--- config.mk ---
export PLATFORM = sky130hd
export DESIGN_NAME = wwsm_cell
export DESIGN_NICKNAME = d
export VERILOG_FILES = /design/src/sv/wwsm_pkg.sv /design/src/sv/wwsm_cell.sv
export SDC_FILE = /design/constraint.sdc
export NUM_CORES = 1
export LEC_CHECK = 0
export ABC_CLOCK_PERIOD_IN_PS = 2060
export BUFFER_PORTS_ARGS = -buffer_cell sky130_fd_sc_hd__buf_2
export CORE_MARGIN = 3
export CORE_UTILIZATION = 50
export DETAILED_ROUTE_END_ITERATION = 8
export GPL_TIMING_DRIVEN = 1
export PLACE_DENSITY = 0.83
export SKIP_LAST_GASP = 1
export SYNTH_ARGS = -nofsm -noshare
export SYNTH_HDL_FRONTEND = slang
export SYNTH_SLANG_ARGS = --single-unit
--- constraint.sdc ---
create_clock -name clk -period 2.06 [get_ports clk]
set_input_delay 0.103 -clock clk [delete_from_list [all_inputs] [get_ports clk]]
set_output_delay 0.103 -clock clk [all_outputs]
set_load 0.01 [all_outputs]
--- src/sv/wwsm_pkg.sv ---
// wwsm_pkg: shared types, codes and sizing constants of the whole-word matcher
// used by wwsm_cell, wwsm_res_fifo and whole_word_substring_matcher
`default_nettype none
package wwsm_pkg;

	localparam int MAX_PATTERN_DEF   = 256;
	localparam int MAX_MATCHES_DEF   = 100000;
	localparam int POSITION_BITS_DEF = 32;

	localparam int CNT_OUT_W = 17;
	localparam int POS_OUT_W = 32;
	localparam int RES_DEPTH = 4;

	// input op codes
	localparam logic [1:0] OP_LOAD = 2'd0;
	localparam logic [1:0] OP_TEXT = 2'd1;
	localparam logic [1:0] OP_EOT  = 2'd2;

	// register indexes
	localparam logic [1:0] REG_CASE = 2'd0;
	localparam logic [1:0] REG_WW   = 2'd1;
	localparam logic [1:0] REG_LEN  = 2'd2;
	localparam logic [1:0] REG_REF  = 2'd3;

	localparam logic KIND_MATCH = 1'b0;
	localparam logic KIND_SUM   = 1'b1;

	typedef struct packed {
		logic load;
		logic step;
		logic clear;
	} cell_ctl_t;

	typedef struct packed {
		logic                 kind;
		logic [POS_OUT_W-1:0] match_position;
		logic [CNT_OUT_W-1:0] total_matches;
		logic [CNT_OUT_W-1:0] current_index;
		logic                 any_match;
		logic                 last;
	} res_t;

endpackage
`default_nettype wire

--- src/sv/wwsm_cell.sv ---
// wwsm_cell: one pattern slot with its raw and folded partial-match flags
// and one tap of the text window; depends on wwsm_pkg
`default_nettype none
module wwsm_cell
	import wwsm_pkg::*;
(
	input  wire logic        clk,
	input  wire logic        arst_n,
	input  wire cell_ctl_t   ctl,
	input  wire logic [15:0] code,
	input  wire logic [15:0] fold,
	input  wire logic [32:0] txt_in,
	input  wire logic        mr_prev,
	input  wire logic        mf_prev,
	output logic             mr_q,
	output logic             mf_q,
	output logic             mr_nxt,
	output logic             mf_nxt,
	output logic [32:0]      txt_q
);

	logic [15:0] raw_q;
	logic [15:0] fld_q;

	// a prefix ending here extends the neighbor's prefix by one character
	assign mr_nxt = mr_prev & (code == raw_q);
	assign mf_nxt = mf_prev & (fold == fld_q);

	always_ff @(posedge clk) begin
		if (ctl.load) begin
			raw_q <= code;
			fld_q <= fold;
		end
		if (ctl.step)
			txt_q <= txt_in;
	end

	always_ff @(posedge clk or negedge arst_n) begin
		if (!arst_n) begin
			mr_q <= 1'b0;
			mf_q <= 1'b0;
		end else if (ctl.clear) begin
			mr_q <= 1'b0;
			mf_q <= 1'b0;
		end else if (ctl.step) begin
			mr_q <= mr_nxt;
			mf_q <= mf_nxt;
		end
	end

endmodule
`default_nettype wire

==> out/metrics.yaml <==
sta:
  period_minus_slack_ns: 1.92
  hold_viol: 0
  setup_ws_ns: 0.143
  worst_slew_pin_slew_ns: 0.695
  slew_viol_final: 0
  finalSetupTns_ns: 0
  slew_headroom: 0.537
  setup_violations: 0
  final.period_utilization: 0.931
  grt_setup_unrepaired: "no"
  clock_skew_ns: 0.00443
  fmax_mhz: 522
synth:
  synthTopCellsByArea: "edfxtp_1 79%, xor2_1 10%, nor4_1 2.8%"
  synthDistinctLibCells: 17
  synth_edf_count: 65
  yosysSeqAreaShare: 0.811
  synth_top_area_share: 0.791
  async_reset_ff_frac: 0.0299
  syn_area_per_cell_um2: 19.1
  synth_commonest_cells: "65 x edfxtp_1, 29 x xor2_1, 11 x nor4_1"
  ys_warn_count: 0
  syn_nets: 201
  syn_area_um2: 2470
  synthMostInstantiatedCell: "edfxtp_1"
  netlist_instances: 129
  ys_seq_elements: 67
  synth_top_flop_cell: "edfxtp_1"
  synth_top_cell_by_area: "edfxtp_1"
floorplanning:
  die_w_um: 76.2
  start_util: 0.541
  die_area_um2: 5810
  core_um2: 4560
  pin_count: 109
  rows: 24
  die_h_um: 76.2
global_route:
  grt_overflow: 0
  globalRouteMet2Util: 0.424
  grt_pass1_wl_um: 10800
  met3_usage: 0.0839
  antenna_found_initial: 0
  met1_usage: 0.275
  grt_usage: 0.248
  grt_pass1_vias: 2080
  busiest_layer: "met2"
  grt_start_max_net_pins: 33
worst_setup_path:
  critical_path.max_fanout: 2
  worstPathArrival_ns: 1.81
  crit_end: "mr_nxt"
  crit_path_start_kind: "primary input"
  cp.required_ns: 1.96
  r2r-end: "mf_q$_DFFE_PN0P_"
  rrSetupSlack_ns: 0.66
  crit_path_end_kind: "output port"
  r2r_cells: 4
  crit_path_start: "code[0]"
  reg2reg_from: "fld_q[0]$_DFFE_PP_"
  worst-setup-path-type: "in2out"
power:
  p_leak_nw: 1.62
  vdd_drop_max_mv: 0.539
  powerDensity_nw_per_um2: 743
cts:
  clk_latency_ns: 0.32
  cts_tree: "built"
  ctsRootBufferMaster: "clkbuf_8"
  clkSinkCount: 67
  path_clk_slew_ns: 0.06
  postCtsHoldBufs: 66
  cts_setup_buffers: 0
  htree_num_levels: 3
  numCtsBuffers: 9
  cts_buffer_depth: 2
  cts.repair.resized: 0
route:
  routed-via-count: 1880
  avgViaCountPerCell: 4.90
  first_pass_iters: 4
  drc: 0
  wirelength_um: 6810
  antenna_left: 0
  wire_per_inst_um: 17.7
  drtIter0Drc: 116
final_layout:
  nNetsFinal: 387
  syn_to_final_growth_pct: 58.4
  utilization: 0.856
  fillers: 239
  drive_above_1_share: 0.386
  diodes: 0
job:
  maxCapViolCount: 0
placement:
  dp_hpwl_um: 3830
  dp_slack_ns: 0.539
  gp_congestion: 0.792
  port_buffers: 108
min_path:
  worstHoldStart: "ctl[0]"
  hp-class: "in2reg"
status:
  status: "completed"
-- cells in the final DEF, fill, tap and decap left out, types with 2 or more instances in the layout --
cell type and count:
nor2_1 3, nand3_1 3, clkinv_2 3, xor2_1 29, clkbuf_1 2, clkbuf_8 9
nor2b_1 2, edfxtp_1 65, xnor2_1 3, nand4_1 2, buf_2 108, dfrtp_1 2
nand2_1 2, nor4_1 11, dlygate4sd3_1 66
-- through the flow --
stage | area (um2) | std cells | hold slack (ns) | power, mW
5_1_grt | 3910 | 384 | 0.0878 | 3.03
3_3_place_gp | 3100 | 303 | -0.0979 | 1.94
2_1_floorplan | 2470 | 129 | -0.193 | 1.78
3_5_place_dp | 3100 | 303 | -0.0978 | 1.96
4_1_cts | 3910 | 384 | 0.0566 | 2.91
6_report | 3910 | 384 | 0.0795 | 2.90
-- how the worst min path moves through the flow --
stage / to / depth (start not counted)
after floorplan: mf_q$_DFFE_PN0P_ / 0
after global placement: mr_q$_DFFE_PN0P_ / 1
after detailed placement: mr_q$_DFFE_PN0P_ / 1
after CTS: mf_q$_DFFE_PN0P_ / 3
after global routing: mf_q$_DFFE_PN0P_ / 3
final: mr_q$_DFFE_PN0P_ / 4
-- final cells by class --
| class | count | area [um2] | area share |
|---|---|---|---|
| sequential | 67 | 2000 | 0.512 |
| timing repair buffer | 175 | 1210 | 0.309 |
| multi-input combinational | 61 | 462 | 0.118 |
| clock buffer | 11 | 131 | 0.0336 |
| tap | 65 | 81.3 | 0.0208 |
| clock inverter | 4 | 18.8 | 0.00480 |
| inverter | 1 | 3.75 | 0.000961 |
-- sequential cells by signal (all words and copies together) (netlist names) --
register	flops
txt_q	33
mr_q	1
fld_q	16
raw_q	16
mf_q	1
-- cell families after synthesis --
kind of cell / Yosys count / synth area share
flip-flops: 67 / 0.811
XOR/XNOR: 32 / 0.114
AND/OR/NAND/NOR: 27 / 0.0649
AO/OA/AOI/OAI: 2 / 0.00862
buffers and inverters: 1 / 0.00152
-- layer usage --
layer | wire (um) | part of all wire | up-vias
met5 | 0 | 0 | -
met4 | 180 | 0.026 | 0
met3 | 577 | 0.085 | 14
met2 | 3430 | 0.50 | 108
met1 | 2620 | 0.39 | 892
li1 | - | - | 866
-- worst max-delay path, stage by stage --
cell and delay (ns):
dlygate4sd3_1 0.56, buf_2 0.15, xor2_1 0.16, nor4_1 0.31, nand4_1 0.15, nor4_1 0.20, buf_2 0.18
-- power by group --
group	switching, mW	internal [mW]
clock	0.437	0.420
sequential	0.0368	1.61
combinational	0.189	0.208
total	0.663	2.24
No activity file was read; power rests on OpenSTA's default activity.
