$ cat src/sv/wwsm_pkg.sv
// wwsm_pkg: shared types, codes and sizing constants of the whole-word matcher
// used by wwsm_cell, wwsm_res_fifo and whole_word_substring_matcher
`default_nettype none
package wwsm_pkg;

	localparam int MAX_PATTERN_DEF   = 256;
	localparam int MAX_MATCHES_DEF   = 100000;
	localparam int POSITION_BITS_DEF = 32;

	localparam int CNT_OUT_W = 17;
	localparam int POS_OUT_W = 32;
	localparam int RES_DEPTH = 4;

	// input op codes
	localparam logic [1:0] OP_LOAD = 2'd0;
	localparam logic [1:0] OP_TEXT = 2'd1;
	localparam logic [1:0] OP_EOT  = 2'd2;

	// register indexes
	localparam logic [1:0] REG_CASE = 2'd0;
	localparam logic [1:0] REG_WW   = 2'd1;
	localparam logic [1:0] REG_LEN  = 2'd2;
	localparam logic [1:0] REG_REF  = 2'd3;

	localparam logic KIND_MATCH = 1'b0;
	localparam logic KIND_SUM   = 1'b1;

	typedef struct packed {
		logic load;
		logic step;
		logic clear;
	} cell_ctl_t;

	typedef struct packed {
		logic                 kind;
		logic [POS_OUT_W-1:0] match_position;
		logic [CNT_OUT_W-1:0] total_matches;
		logic [CNT_OUT_W-1:0] current_index;
		logic                 any_match;
		logic                 last;
	} res_t;

endpackage
`default_nettype wire

$ cat src/sv/wwsm_res_fifo.sv
// wwsm_res_fifo: small result queue taking up to two beats per cycle
// depends on wwsm_pkg
`default_nettype none
module wwsm_res_fifo
	import wwsm_pkg::*;
(
	input  wire logic clk,
	input  wire logic arst_n,
	input  wire logic push0,
	input  wire logic push1,
	input  wire res_t data0,
	input  wire res_t data1,
	output logic      room2,
	output logic      out_valid,
	input  wire logic out_ready,
	output res_t      out_data
);

	localparam int PW = $clog2(RES_DEPTH);
	localparam int CW = $clog2(RES_DEPTH + 1);

	res_t          mem [RES_DEPTH];
	logic [PW-1:0] head_q;
	logic [PW-1:0] tail_q;
	logic [CW-1:0] cnt_q;
	logic          pop;
	logic [CW-1:0] n_push;

	assign out_valid = (cnt_q != '0);
	assign out_data  = mem[head_q];
	assign pop       = out_valid & out_ready;
	assign room2     = (32'(cnt_q) + 2 <= RES_DEPTH);
	assign n_push    = CW'({1'b0, push0} + {1'b0, push1});

	always_ff @(posedge clk) begin
		if (push0)
			mem[tail_q] <= data0;
		if (push1)
			mem[PW'(tail_q + PW'(push0))] <= data1;
	end

	always_ff @(posedge clk or negedge arst_n) begin
		if (!arst_n) begin
			head_q <= '0;
			tail_q <= '0;
			cnt_q  <= '0;
		end else begin
			if (pop)
				head_q <= PW'(head_q + 1'b1);
			tail_q <= PW'(tail_q + PW'(n_push));
			cnt_q  <= CW'(cnt_q + n_push - CW'(pop));
		end
	end

endmodule
`default_nettype wire

$ cat config.mk
export PLATFORM = sky130hd
export DESIGN_NAME = wwsm_res_fifo
export DESIGN_NICKNAME = d
export VERILOG_FILES = /design/src/sv/wwsm_pkg.sv /design/src/sv/wwsm_res_fifo.sv
export SDC_FILE = /design/constraint.sdc
export NUM_CORES = 1
export LEC_CHECK = 0
export BUFFER_PORTS_ARGS = -buffer_cell sky130_fd_sc_hd__buf_2
export CORE_AREA = 2 2 179 181
export CTS_CLUSTER_DIAMETER = 120
export DETAILED_ROUTE_END_ITERATION = 6
export DIE_AREA = 0 0 181 183
export PLACE_DENSITY = 0.63
export SKIP_CTS_REPAIR_TIMING = 1
export SLEW_MARGIN = 20
export SYNTH_ARGS = -nofsm -noshare
export SYNTH_HDL_FRONTEND = slang
export SYNTH_SLANG_ARGS = --single-unit
$ cat constraint.sdc
create_clock -name clk -period 11.8 [get_ports clk]
set_input_delay 1.77 -clock clk [delete_from_list [all_inputs] [get_ports clk]]
set_output_delay 1.77 -clock clk [all_outputs]
set_load 0.05 [all_outputs]
==> results.cfg <==
[placed_design]
dp_hpwl_mm = 18.7
place_inst = 1293
place.gp.congestion = 0.732
place_ws_ns = 6.28
io_buffers = 213
dpl_cell_area_sq_um = 15400

[yosys]
netlist_area_sq_um = 13900
postSynthNetCount = 863
syn_avg_cell_area_sq_um = 19.6
ys_ff_latch = 283
seq_area_frac_synth_pct = 60.7
netlist.area_leader.share_pct = 59.5
yosys_warnings = 0
syn_inst = 712
synthTopCellsByArea = edfxtp_1 59%, mux2_2 17%, mux4_2 11%, mux2_4 7.4%, dfrtp_1 1.3%
synth_cell_types = 26
synth_top_area_cell = edfxtp_1

[sta]
skew_ns = 0.0114
period_share_pct = 41.6
fin_setup_tns_ns = 0
finalSetupViolCount = 0
final_max_slew_viol_count = 0
fmax_mhz = 204
fin_ws_ns = 6.90
finalHoldViolations = 0
slew_headroom_pct = 26.0
tightest_slew_ns = 1.11
rsz0062_at_grt = no
min_period_ns = 4.90
whs_ns = 0.505

[global_route]
overflow = 0
grt_pass1_wl_mm = 47.1
grt_pass1_vias = 7729
grt_max_degree = 71
antenna_found_initial = 6
grt.total_usage_pct = 18.7

[status]
status = complete, no violations

[final_layout]
area_delta_synth_final_pct = 17.9
nets = 1075
stdcell_area_sq_um = 16400
drive_gt1_share_pct = 66.0
final_cells = 1353
finalCoreUtilization_pct = 52.6

[die]
core_area_sq_um = 31200
dieArea_sq_um = 33100
num_rows = 65
die_h_microns = 183
start_util_pct = 44.6
die_w_microns = 181
ios = 214

[drt]
drt_wl_total_mm = 31.3
dr.pass1.iters = 4
vias = 7367
drc = 0
routed_via_density = 5.44
antenna_left = 0
wire_per_inst_microns = 23.1
drtIter0Drc = 486

[pwr]
fin_total_pwr_mw = 5.10
p_per_area_nw_per_um2 = 311
p_leak_nw = 6.09
peakVddDrop_mv = 0.207

[clock_tree]
clock_path_buffers = 3
clk_latency_ns = 0.54
numCtsBuffers = 31
cts_root_buf = clkbuf_16
cts-htree-levels = 1
path_clk_slew_ns = 0.06
cts_tree = done
clock_sinks = 283

[min_path]
hold_class = reg -> reg

[worst_setup_path]
startpoint_type = register
path_max_fanout = 46
end_kind = output port
cp_data_required_time_ns = 10.03
arrival_ns = 3.13
path_class = reg -> out

[run]
maxCapViolations = 0
worst max-delay path: stages (launching register included):
cell	delay (ns)
dfrtp_4	0.79
buf_4	0.88
mux4_2	0.65
buf_2	0.24
path summary, 6_finish.rpt:
path                            from      endpoint  slack [ns]  depth (start not counted)
min                         cnt_q[2]      cnt_q[2]        0.51                          1
max                        head_q[0]  out_data[30]        6.90                          3
min in group asynchronous     arst_n     tail_q[1]        1.05                          1
max in group asynchronous     arst_n     head_q[0]       10.56                          1
max reg2reg                tail_q[0]    mem[1][35]        7.87                          6
min reg2reg                 cnt_q[2]      cnt_q[2]        0.51                          1
layout by cell type (no fill, tap or decap):
| cell | Yosys | layout |
|---|---|---|
| nand3b_1 | 2 | 2 |
| fa_1 | 1 | 1 |
| dfrtp_4 | 0 | 2 |
| clkinv_1 | 0 | 4 |
| clkbuf_1 | 10 | 6 |
| mux2_4 | 69 | 69 |
| diode_2 | 0 | 4 |
| o21ai_4 | 0 | 2 |
| mux2_2 | 207 | 207 |
| and3_4 | 0 | 1 |
| or3b_4 | 0 | 1 |
| o22ai_4 | 0 | 1 |
| o21ai_0 | 3 | 1 |
| nand2_1 | 2 | 2 |
| and2_1 | 1 | 1 |
| bufinv_16 | 0 | 5 |
| mux4_2 | 69 | 69 |
| buf_4 | 1 | 12 |
| clkinv_2 | 0 | 9 |
| nor2_4 | 0 | 1 |
| xor2_1 | 2 | 2 |
| edfxtp_1 | 276 | 276 |
| clkbuf_16 | 0 | 31 |
| dfrtp_1 | 7 | 5 |
| ha_1 | 7 | 7 |
| buf_2 | 28 | 213 |
| clkinv_4 | 0 | 1 |
| o21bai_4 | 0 | 1 |
| nand2b_1 | 1 | 1 |
| nand3_1 | 1 | 1 |
| xnor2_1 | 5 | 5 |
| inv_1 | 7 | 7 |
| or3_1 | 1 | 1 |
Yosys cell counts, drive strengths merged:
cell type,n
and3,1
clkbuf,10
mux4,69
nor2,1
mux2,276
nand2b,1
nand2,2
nand3b,2
xnor2,5
nand3,1
edfxtp,276
xor2,2
or3b,1
o22ai,1
and2,1
o21bai,1
dfrtp,7
buf,36
ha,7
o21ai,3
inv,7
fa,1
or3,1
power breakdown:
| group | total [mW] | switching (mW) | leakage, nW | internal, mW |
|---|---|---|---|---|
| clock network | 0.972 | 0.384 | 0.505 | 0.588 |
| logic | 2.37 | 1.55 | 2.93 | 0.819 |
| registers | 1.76 | 0.130 | 2.66 | 1.63 |
cell type report:
cell class | instances | area [sq um]
timing repair buffer | 225 | 1160
clock buffer | 37 | 798
tap | 402 | 503
multi-input combinational | 376 | 5250
fill | 2595 | 14800
clock inverter | 19 | 219
inverter | 7 | 26.3
sequential | 283 | 8470
antenna | 4 | 10.0
kinds of logic (layout without fill, tap and decap cells):
family / Yosys count / in the layout / share of synthesized area (%)
AO/OA/AOI/OAI: 5 / 5 / 0.206
XOR/XNOR: 7 / 7 / 0.440
adder cells (fa/ha/maj): 8 / 8 / 0.772
buffers and inverters: 53 / 288 / 2.08
flip-flops: 283 / 283 / 60.7
multiplexers: 345 / 345 / 35.3
other: 0 / 4 / 0
AND/OR/NAND/NOR: 11 / 11 / 0.467
sequential cells by signal, indices dropped and copies added (netlist names):
| signal | flops |
|---|---|
| cnt_q | 3 |
| head_q | 2 |
| mem | 276 |
| tail_q | 2 |
per-layer routing:
layer | up-vias | global-route usage, % | routed length, microns
met5 | - | 0 | 21
met4 | 4 | 4.36 | 407
met3 | 33 | 3.59 | 1920
met2 | 202 | 31.8 | 15600
met1 | 3775 | 25.2 | 13400
li1 | 3353 | - | -
(Power assumes the default switching activity.)
